File: config.mk
export PLATFORM = sky130hd
export DESIGN_NAME = sha256_stream_hasher_top
export DESIGN_NICKNAME = d
export VERILOG_FILES = /design/src/design/sha256_pkg.sv /design/src/design/sha256_stream_hasher_top.sv
export SDC_FILE = /design/constraint.sdc
export NUM_CORES = 2
export LEC_CHECK = 0
export BUFFER_PORTS_ARGS = -buffer_cell sky130_fd_sc_hd__buf_4
export CORE_MARGIN = 4
export CORE_UTILIZATION = 65
export CTS_CLUSTER_SIZE = 20
export DETAILED_ROUTE_END_ITERATION = 8
export HOLD_SLACK_MARGIN = 0.1
export PLACE_DENSITY = 0.87
export SLEW_MARGIN = 15
export SYNTH_ARGS = -nofsm -noshare
export SYNTH_HDL_FRONTEND = slang
export SYNTH_SLANG_ARGS = --single-unit
File: constraint.sdc
create_clock -name clk_i -period 9.5 [get_ports clk_i]
set_input_delay 0 -clock clk_i [delete_from_list [all_inputs] [get_ports clk_i]]
set_output_delay 0 -clock clk_i [all_outputs]
set_load 0.01 [all_outputs]
File: src/design/sha256_pkg.sv
// ----------------------------------------------------------------------------
// sha256_pkg
// shared types, round constants and sigma functions for the sha-256 hasher
// ----------------------------------------------------------------------------
package sha256_pkg;

  typedef enum logic [2:0] {
    ST_IDLE,
    ST_PAD,
    ST_ROUND,
    ST_UPDATE,
    ST_OUT
  } state_e;

  localparam logic       KIND_BYTE   = 1'b0;
  localparam logic       KIND_FINISH = 1'b1;
  localparam logic [7:0] PAD_MARKER  = 8'h80;
  localparam logic [5:0] LEN_START   = 6'd56;
  localparam logic [5:0] LAST_POS    = 6'd63;
  localparam logic [5:0] LAST_ROUND  = 6'd63;
  localparam logic [2:0] LAST_WORD   = 3'd7;

  localparam logic [31:0] ROUND_K [64] = '{
    32'h428a2f98, 32'h71374491, 32'hb5c0fbcf, 32'he9b5dba5,
    32'h3956c25b, 32'h59f111f1, 32'h923f82a4, 32'hab1c5ed5,
    32'hd807aa98, 32'h12835b01, 32'h243185be, 32'h550c7dc3,
    32'h72be5d74, 32'h80deb1fe, 32'h9bdc06a7, 32'hc19bf174,
    32'he49b69c1, 32'hefbe4786, 32'h0fc19dc6, 32'h240ca1cc,
    32'h2de92c6f, 32'h4a7484aa, 32'h5cb0a9dc, 32'h76f988da,
    32'h983e5152, 32'ha831c66d, 32'hb00327c8, 32'hbf597fc7,
    32'hc6e00bf3, 32'hd5a79147, 32'h06ca6351, 32'h14292967,
    32'h27b70a85, 32'h2e1b2138, 32'h4d2c6dfc, 32'h53380d13,
    32'h650a7354, 32'h766a0abb, 32'h81c2c92e, 32'h92722c85,
    32'ha2bfe8a1, 32'ha81a664b, 32'hc24b8b70, 32'hc76c51a3,
    32'hd192e819, 32'hd6990624, 32'hf40e3585, 32'h106aa070,
    32'h19a4c116, 32'h1e376c08, 32'h2748774c, 32'h34b0bcb5,
    32'h391c0cb3, 32'h4ed8aa4a, 32'h5b9cca4f, 32'h682e6ff3,
    32'h748f82ee, 32'h78a5636f, 32'h84c87814, 32'h8cc70208,
    32'h90befffa, 32'ha4506ceb, 32'hbef9a3f7, 32'hc67178f2
  };

  localparam logic [31:0] INIT_HASH [8] = '{
    32'h6a09e667, 32'hbb67ae85, 32'h3c6ef372, 32'ha54ff53a,
    32'h510e527f, 32'h9b05688c, 32'h1f83d9ab, 32'h5be0cd19
  };

  function automatic logic [31:0] big_sigma0(input logic [31:0] x);
    return {x[1:0], x[31:2]} ^ {x[12:0], x[31:13]} ^ {x[21:0], x[31:22]};
  endfunction

  function automatic logic [31:0] big_sigma1(input logic [31:0] x);
    return {x[5:0], x[31:6]} ^ {x[10:0], x[31:11]} ^ {x[24:0], x[31:25]};
  endfunction

  function automatic logic [31:0] small_sigma0(input logic [31:0] x);
    return {x[6:0], x[31:7]} ^ {x[17:0], x[31:18]} ^ {3'b000, x[31:3]};
  endfunction

  function automatic logic [31:0] small_sigma1(input logic [31:0] x);
    return {x[16:0], x[31:17]} ^ {x[18:0], x[31:19]} ^ {10'd0, x[31:10]};
  endfunction

endpackage

File: src/design/sha256_stream_hasher_top.sv
// ----------------------------------------------------------------------------
// sha256_stream_hasher_top
// byte-serial sha-256 hasher with a single iterative round unit
// ----------------------------------------------------------------------------
// usage
//   slave channel: one beat per message byte (tuser = 0, byte in tdata), or a
//   finish beat (tuser = 1) that closes the message and starts the digest.
//   master channel: eight beats per finish, digest word 0 first, word in
//   tdata[31:0], its index in tdata[34:32], tlast on the eighth word.
// timing
//   a byte that does not complete a block leaves the block idle and ready for
//   the next byte. the byte that fills the 64-byte block is followed by the
//   rounds and a feed-forward update; the single round unit (one round a
//   cycle) sets the cost of a block. a finish beat at buffer position p is
//   followed by padding of positions p + 1 to 63, the rounds and the update,
//   and one more 64-byte pad block with rounds and update when p >= 56;
//   then the eight digest beats follow, one a cycle while the sink is ready.
// reset and stalls
//   reset loads the initial hash words and clears the byte count. tready is
//   low from a block-filling or finish beat until the block work and, for a
//   finish, the eight digest beats are out; a stalled sink simply holds the digest
//   beat and the block idles. after the last digest beat the chaining value
//   and the count return to their initial values for the next message.
// ----------------------------------------------------------------------------
module sha256_stream_hasher_top
  import sha256_pkg::*;
(
  input  logic        clk_i,
  input  logic        rst_ni,
  // slave side
  input  logic        s_axis_tvalid_i,
  output logic        s_axis_tready_o,
  input  logic [7:0]  s_axis_tdata_i,   // [7:0] data_byte
  input  logic        s_axis_tuser_i,   // [0] kind
  // master side
  output logic        m_axis_tvalid_o,
  input  logic        m_axis_tready_i,
  output logic [39:0] m_axis_tdata_o,   // [31:0] digest_word, [34:32] word_index, zero fill
  output logic        m_axis_tlast_o    // last_word
);

  state_e state_q, state_d;

  logic [60:0] cnt_q, cnt_d;          // message length in bytes, wraps
  logic [31:0] h_q [8];               // chaining value
  logic [31:0] h_d [8];
  logic [31:0] v_q [8];               // working variables a..h
  logic [31:0] v_d [8];
  logic [31:0] w_q [16];              // block words, then schedule window
  logic [31:0] w_d [16];
  logic [5:0]  rnd_q, rnd_d;
  logic [5:0]  pad_idx_q, pad_idx_d;
  logic [2:0]  out_idx_q, out_idx_d;
  logic        fin_q, fin_d;          // block under compression closes the message
  logic        two_q, two_d;          // length spills into an extra pad block

  logic [5:0]  pos;
  logic [63:0] bit_len;
  logic        in_fire, out_fire;

  // byte write port into the block buffer
  logic        wr_en;
  logic [5:0]  wr_addr;
  logic [7:0]  wr_byte;

  // round unit
  logic [31:0] t1, t2, w_next;

  assign pos      = cnt_q[5:0];
  assign bit_len  = {cnt_q, 3'b000};
  assign in_fire  = s_axis_tvalid_i & s_axis_tready_o;
  assign out_fire = m_axis_tvalid_o & m_axis_tready_i;

  // ---------------------------------------------------------------- next state
  always_comb begin
    state_d = state_q;
    case (state_q)
      ST_IDLE: begin
        if (in_fire) begin
          if (pos == LAST_POS) begin
            state_d = ST_ROUND;
          end else if (s_axis_tuser_i == KIND_FINISH) begin
            state_d = ST_PAD;
          end
        end
      end
      ST_PAD: begin
        if (pad_idx_q == LAST_POS) begin
          state_d = ST_ROUND;
        end
      end
      ST_ROUND: begin
        if (rnd_q == LAST_ROUND) begin
          state_d = ST_UPDATE;
        end
      end
      ST_UPDATE: begin
        if (!fin_q) begin
          state_d = ST_IDLE;
        end else if (two_q) begin
          state_d = ST_PAD;
        end else begin
          state_d = ST_OUT;
        end
      end
      ST_OUT: begin
        if (out_fire && out_idx_q == LAST_WORD) begin
          state_d = ST_IDLE;
        end
      end
      default: state_d = ST_IDLE;
    endcase
  end

  // ---------------------------------------------------------------- fsm outputs
  always_comb begin
    s_axis_tready_o = 1'b0;
    m_axis_tvalid_o = 1'b0;
    wr_en           = 1'b0;
    wr_addr         = pos;
    wr_byte         = s_axis_tdata_i;
    case (state_q)
      ST_IDLE: begin
        s_axis_tready_o = 1'b1;
        wr_en           = in_fire;
        wr_addr         = pos;
        wr_byte         = (s_axis_tuser_i == KIND_FINISH) ? PAD_MARKER : s_axis_tdata_i;
      end
      ST_PAD: begin
        wr_en   = 1'b1;
        wr_addr = pad_idx_q;
        if (!two_q && pad_idx_q >= LEN_START) begin
          // big-endian bit length in the last eight bytes
          wr_byte = bit_len[{~pad_idx_q[2:0], 3'b000} +: 8];
        end else begin
          wr_byte = 8'h00;
        end
      end
      ST_OUT: begin
        m_axis_tvalid_o = 1'b1;
      end
      default: begin
        wr_en = 1'b0;
      end
    endcase
  end

  assign m_axis_tdata_o = {5'd0, out_idx_q, h_q[out_idx_q]};
  assign m_axis_tlast_o = (out_idx_q == LAST_WORD);

  // ---------------------------------------------------------------- round unit
  always_comb begin
    t1 = v_q[7] + big_sigma1(v_q[4]) + ((v_q[4] & v_q[5]) ^ (~v_q[4] & v_q[6]))
       + ROUND_K[rnd_q] + w_q[0];
    t2 = big_sigma0(v_q[0])
       + ((v_q[0] & v_q[1]) ^ (v_q[0] & v_q[2]) ^ (v_q[1] & v_q[2]));
    w_next = small_sigma1(w_q[14]) + w_q[9] + small_sigma0(w_q[1]) + w_q[0];
  end

  // ---------------------------------------------------------------- datapath
  always_comb begin
    cnt_d     = cnt_q;
    h_d       = h_q;
    v_d       = v_q;
    w_d       = w_q;
    rnd_d     = rnd_q;
    pad_idx_d = pad_idx_q;
    out_idx_d = out_idx_q;
    fin_d     = fin_q;
    two_d     = two_q;

    if (wr_en) begin
      w_d[wr_addr[5:2]][{~wr_addr[1:0], 3'b000} +: 8] = wr_byte;
    end

    case (state_q)
      ST_IDLE: begin
        v_d   = h_q;
        rnd_d = '0;
        if (in_fire) begin
          if (s_axis_tuser_i == KIND_BYTE) begin
            cnt_d = cnt_q + 61'd1;
          end else begin
            fin_d     = 1'b1;
            two_d     = (pos >= LEN_START);
            pad_idx_d = pos + 6'd1;
          end
        end
      end
      ST_PAD: begin
        v_d       = h_q;
        rnd_d     = '0;
        pad_idx_d = pad_idx_q + 6'd1;
      end
      ST_ROUND: begin
        v_d[7] = v_q[6];
        v_d[6] = v_q[5];
        v_d[5] = v_q[4];
        v_d[4] = v_q[3] + t1;
        v_d[3] = v_q[2];
        v_d[2] = v_q[1];
        v_d[1] = v_q[0];
        v_d[0] = t1 + t2;
        for (int i = 0; i < 15; i++) begin
          w_d[i] = w_q[i+1];
        end
        w_d[15] = w_next;
        rnd_d   = rnd_q + 6'd1;
      end
      ST_UPDATE: begin
        for (int i = 0; i < 8; i++) begin
          h_d[i] = h_q[i] + v_q[i];
        end
        out_idx_d = '0;
        if (fin_q && two_q) begin
          two_d     = 1'b0;
          pad_idx_d = '0;
        end
      end
      ST_OUT: begin
        if (out_fire) begin
          out_idx_d = out_idx_q + 3'd1;
          if (out_idx_q == LAST_WORD) begin
            h_d   = INIT_HASH;
            cnt_d = '0;
            fin_d = 1'b0;
          end
        end
      end
      default: begin
        fin_d = 1'b0;
      end
    endcase
  end

  // ---------------------------------------------------------------- registers
  always_ff @(posedge clk_i or negedge rst_ni) begin
    if (!rst_ni) begin
      state_q   <= ST_IDLE;
      cnt_q     <= '0;
      h_q       <= INIT_HASH;
      rnd_q     <= '0;
      pad_idx_q <= '0;
      out_idx_q <= '0;
      fin_q     <= 1'b0;
      two_q     <= 1'b0;
    end else begin
      state_q   <= state_d;
      cnt_q     <= cnt_d;
      h_q       <= h_d;
      rnd_q     <= rnd_d;
      pad_idx_q <= pad_idx_d;
      out_idx_q <= out_idx_d;
      fin_q     <= fin_d;
      two_q     <= two_d;
    end
  end

  // working variables and block words need no reset
  always_ff @(posedge clk_i) begin
    v_q <= v_d;
    w_q <= w_d;
  end

  // ---------------------------------------------------------------- assertions
  // input and output never open together
  a_ready_excl: assert property (@(posedge clk_i) disable iff (!rst_ni)
    s_axis_tready_o |-> !m_axis_tvalid_o)
    else $error("tready and digest tvalid both high");

  // tlast travels only with the eighth word
  a_last_index: assert property (@(posedge clk_i) disable iff (!rst_ni)
    (m_axis_tvalid_o && m_axis_tlast_o) |-> (m_axis_tdata_o[34:32] == LAST_WORD))
    else $error("tlast on a word other than the last");

  // after the final digest beat the block takes input again, count cleared
  a_back_idle: assert property (@(posedge clk_i) disable iff (!rst_ni)
    (out_fire && m_axis_tlast_o) |=> (s_axis_tready_o && cnt_q == '0))
    else $error("not idle with cleared count after digest");

  // a finish beat never leads straight back to input
  a_finish_busy: assert property (@(posedge clk_i) disable iff (!rst_ni)
    (in_fire && s_axis_tuser_i == KIND_FINISH) |=> !s_axis_tready_o)
    else $error("ready right after a finish beat");

endmodule
* Word level (Yosys, flattened, before mapping)
Memory sizes are Yosys's and may differ from the RTL's. Cells that the tools add are included.
Word-level totals: latch bits 0, memories 1, output and inout port bits 43, input bits 13, bits in writable memories 0, flip-flop bits (word level) 1105, bits in read-only memories 2048
Memory list:
- (name not given) | words 64, bits a word 32, rd ports 1, clocked after Yosys merged registers in 0, wr ports 0, RTL line sha256_stream_hasher_top.sv:154 | + ROUND_K[rnd_q] + w_q[0];
Cells by class: reductions and logical operators 21, mux-type cells 51, shift operators 3, equality and inequality tests 18, bitwise gates (word level) 25, order comparisons 6, divide/modulo/power cells 0, multipliers 0, add/subtract/negate cells 24
Operators by type and width (number):
- 512-bit 2-to-1 mux | 2
- 256-bit one-hot mux with 2 select lines | 2
- 32-bit adder | 18
- 512-bit bitwise mux | 1
- 256-bit 2-to-1 mux | 2
- 32-bit XOR | 9
- 61-bit 2-to-1 mux | 4
- 32-bit bitwise AND | 5
- 32-bit 2-to-1 mux | 5
- 32-bit demux with 4-bit select | 1
- 61-bit one-hot mux with 2 select lines | 1
- 32-bit binary-select mux with 3-bit select | 1
- 64-bit by 7-bit variable part select with 8-bit output | 1
- 61-bit by 1-bit adder with 61-bit output, second input constant | 1
- 32-bit inverter | 1
- 8-bit by 7-bit variable shift with 32-bit output, first input constant | 1
- 8-bit by 7-bit variable part select with 32-bit output | 1
- 32-bit by 22-bit XOR with 32-bit output | 1
- 32-bit by 29-bit XOR with 32-bit output | 1
- 3-bit 2-to-1 mux | 9
- 6-bit 2-to-1 mux | 4
- 6-bit by 1-bit adder with 6-bit output, second input constant | 3
- 6-bit == test, second input constant | 3
- 2-bit inequality test, second input constant | 9
- other kinds (38) | 62

* Logic depth before layout (Yosys ltp)
depth after elaboration 10, depth in mapped cells 39, mapped depth without buffers 38

* Worst setup path after synthesis
No wires, ideal clock.
path kind reg-to-reg, start point register state_q[2], end point register w_q[0] (netlist bit), enable pin, period minus slack after synthesis 8.339 ns, data arrival time 7.969 ns, required time 9.130 ns, slack 1.161 ns, library setup time 0.370 ns, cell stages (with the launch flop) 7, cell sequence dfrtp_1 > clkbuf_1 > a21o_1 > inv_1 > o21ai_1 > clkbuf_1 > nor2_1
On the way: word-level cells in the longest chain between the ends 5, elaborated cells on any way between the ends 7
Ends and longest elaborated chain:
- start, declared | RTL line sha256_stream_hasher_top.sv:42 | state_e state_q, state_d;
- start signal, assigned | RTL line sha256_stream_hasher_top.sv:248 | state_q <= state_d;
- 3-bit logical NOT | RTL line sha256_stream_hasher_top.sv:122 | case (state_q)
- 1-bit 2-to-1 mux | RTL line sha256_stream_hasher_top.sv:122
- 1-bit bitwise AND | RTL line sha256_stream_hasher_top.sv:71 | assign in_fire = s_axis_tvalid_i & s_axis_tready_o;
- 1-bit one-hot mux with 2 select lines | RTL line sha256_stream_hasher_top.sv:122
- 2-bit nonzero test (no line) (*)
- end signal, assigned | RTL line sha256_stream_hasher_top.sv:262 | w_q <= w_d;
- end, declared | RTL line sha256_stream_hasher_top.sv:49 | logic [31:0] w_q [16];
Every way passes the cells marked *; elsewhere a longest branch is shown, timed or not. A chain may end at the register's enable or synchronous reset.

==> impl_results.md <==
- Final wirelength: 248800 um
- Wire length per cell: 26.07 um
- Routability cong.: 1.059
- Setup_tns: 0 ns
- Post-synthesis adder-cell area fraction: 11.84%
- Via Count: 63790
- Post-synth top area share: 30.50%
- Chip width: 349.1 um
- Final ANT Viol Nets: 0
- Drt pass-1 iters: 6
- Min Tclk post-route: 8.995 ns
- I/O Pins: 56
- Post-synth top cells: 1511 x nand2_1, 977 x o21ai_0, 768 x edfxtp_1
- GRT Util Overall: 40.22%
- Rows: 124
- Synth Cell Area: 0.07561 mm^2
- Family with the most delay on the worst path: compound AO/OA/AOI/OAI gates
- Crit path required time: 9.96 ns
- CP bufs+invs: 4
- Yosys cell types: 104
- Die Area: 0.1218 mm^2
- Final setup fails: 0
- Reg2reg setup slack: 0.51 ns
- Syn avg cell area: 9.371 um^2
- Vias in the first global route: 61630
- Share of layout cells above drive strength 1: 8.371%
- Number of synthesized register bits: 1105
- Synth Area in Simple Gates: 13.95%
- Max Cap Viol: 0
- Cell taking the most area after synthesis: edfxtp_1
- DRC: 0
- Compound-Gate Fraction of Synth Area: 16.71%
- Number of setup buffers added after CTS: 0
- Clk Latency, worst-skew pair: 0.76 ns
- Sequential-to-total area share from yosys stat: 41.88%
- CP endpoint kind: flip-flop
- Area contributors post-synth: edfxtp_1 31%, nand2_1 7.5%, dfrtp_1 6.7%
- Slowest cell delay on critical path: 0.58 ns
- Initial antenna violation count: 7
- Unrepaired setup endpoints after global routing: no
- Most numerous cell in the Yosys netlist: nand2_1
- CP Launch Type: flip-flop
- Yosys warnings: 0
- Longest Clk Path Bufs: 3
- CTS Buf Count: 116
- Hold crit path type: primary input to flip-flop
- Port Buffers: 50
- DR vias/cell: 6.682
- Die Ht: 349.1 um
- Clock skew: 0.05118 ns
- Largest net degree at the start of global routing: 219
- CP dominant cell by count: o21ai_0
- Status: complete, no violations
- Max Slew Vio Count: 0
- Post-synthesis to final-layout area growth: 7.468%
- Main synth FF type: edfxtp_1
- DR iter-0 viols: 9092
- Tcrit/Tclk final: 94.68%
- CP max stage cell: fa_1
- Peak Freq: 0.1112 GHz
- Nets: 8534
- Largest family of logic cells by synthesized area: compound AO/OA/AOI/OAI gates
- CP max FO: 12
- Core area: 0.1150 mm^2
- CTS tree: built
- XOR/XNOR Fraction of Synth Area: 7.327%
- Number of flops mapped to enable cells by yosys: 768
- Starting density of the core: 65.77%
- Critical path class: flip-flop to flip-flop
- Asr flop ratio synth: 30.50%
- Clock Pin Slew Worst Setup and Hold Paths: 0.06 ns
- H-tree level count: 3
- Slew headroom: 15.45%
- Clk sinks: 1105
- Grt total ovfl: 0
- Worst endpoint data arrival time: 9.45 ns
- First-pass GRT wire length: 374600 um
- Least-Margin Pin Slew: 1.264 ns
- Final hold vios: 0
- Post-detail-place hpwl: 178800 um
- Root buf cell: clkbuf_16
- Mux cell area share after synthesis: 3.713%
- Mapped Cells: 8069
[placed cells by master, fill, tap and decap left out, types with 45 or more instances in the layout]
master,instances
nand2_1,1509
mux2_2,64
nor3_1,100
buf_4,127
a21oi_1,504
nor2_1,415
nand3_1,157
xnor2_1,326
nand2b_1,86
fa_1,195
dfrtp_1,197
or3_1,45
edfxtp_1,768
clkbuf_16,116
o21ai_0,974
inv_1,497
o21a_1,53
dfstp_2,136
o22ai_1,67
ha_1,401
a21o_1,182
a211oi_1,54
xor2_1,304
mux4_2,82
[metal layers]
metal	track usage (%)	routed length (um)	up-vias
li1	-	-	27930
met1	52.51	89600	30470
met2	61.30	110000	4491
met3	8.665	29670	898
met4	25.97	19500	4
met5	0	33	-
[worst min-delay path, stage by stage]
cell and delay (ns):
dlygate4sd3_1 0.54, buf_4 0.15, nand3_1 0.07, a21oi_1 0.05
[metrics by stage]
stage               instances  cell area, um^2  setup WS, ns  util [%]  hold slack (ns)
global placement         9312            77140        0.8372     67.10           0.1001
detailed placement       9312            77140        0.7418     67.10           0.1056
global route             9540            81240       0.07032     70.67           0.1367
finish                   9547            81260        0.5054     70.68           0.1451
floorplan                8073            75630         1.161         -          -0.2956
CTS                      9539            81210        0.6934     70.64           0.1187
[layout make-up]
class / instances / area [um^2]
repair buffers: 143 / 1234
diodes: 7 / 17.52
flip-flops and latches: 1105 / 31670
clock buffers: 145 / 3072
inverters: 501 / 1888
well taps: 1512 / 1892
multi-input cells: 6058 / 40560
clock inverters: 76 / 925.9
fillers: 8249 / 33710
[flip-flops by register name (all words and copies together) (netlist names)]
signal,flops
cnt_q,61
fin_q,1
h_q,256
out_idx_q,3
pad_idx_q,6
rnd_q,6
state_q,3
two_q,1
v_q,256
w_q,512
[worst paths after layout]
| check | start | end | cells past startpoint |
|---|---|---|---|
| setup / recovery | rnd_q[0]$_DFFE_PN0P_ | v_q[254]$_DFFE_PP_ | 34 |
| setup reg to reg | rnd_q[0]$_DFFE_PN0P_ | v_q[254]$_DFFE_PP_ | 34 |
| min in group asynchronous | rst_ni | h_q[207]$_DFFE_PN1P_ | 2 |
| max in group asynchronous | rst_ni | rnd_q[4]$_DFFE_PN0P_ | 3 |
| hold / removal | m_axis_tready_i | out_idx_q[1]$_DFFE_PN0P_ | 4 |
| hold reg to reg | h_q[201]$_DFFE_PN1P_ | h_q[201]$_DFFE_PN1P_ | 2 |
[logic make-up after synthesis]
family          Yosys count
mux                     170
xor+xnor                631
flops                  1105
simple gates           2497
other cells               1
buf+inv                 910
compound gates         2156
fa+ha+maj               599
[repair_timing]
item / in CTS / in global routing
endpoints found under the setup margin: 0 / 1
hold buffers: 6 / 0
resized for setup: 0 / 1
hold endpoints to repair: 161 / 0
Power is not shown: default switching activity piles up to over one toggle a cycle in this logic, so the estimate is an artifact.
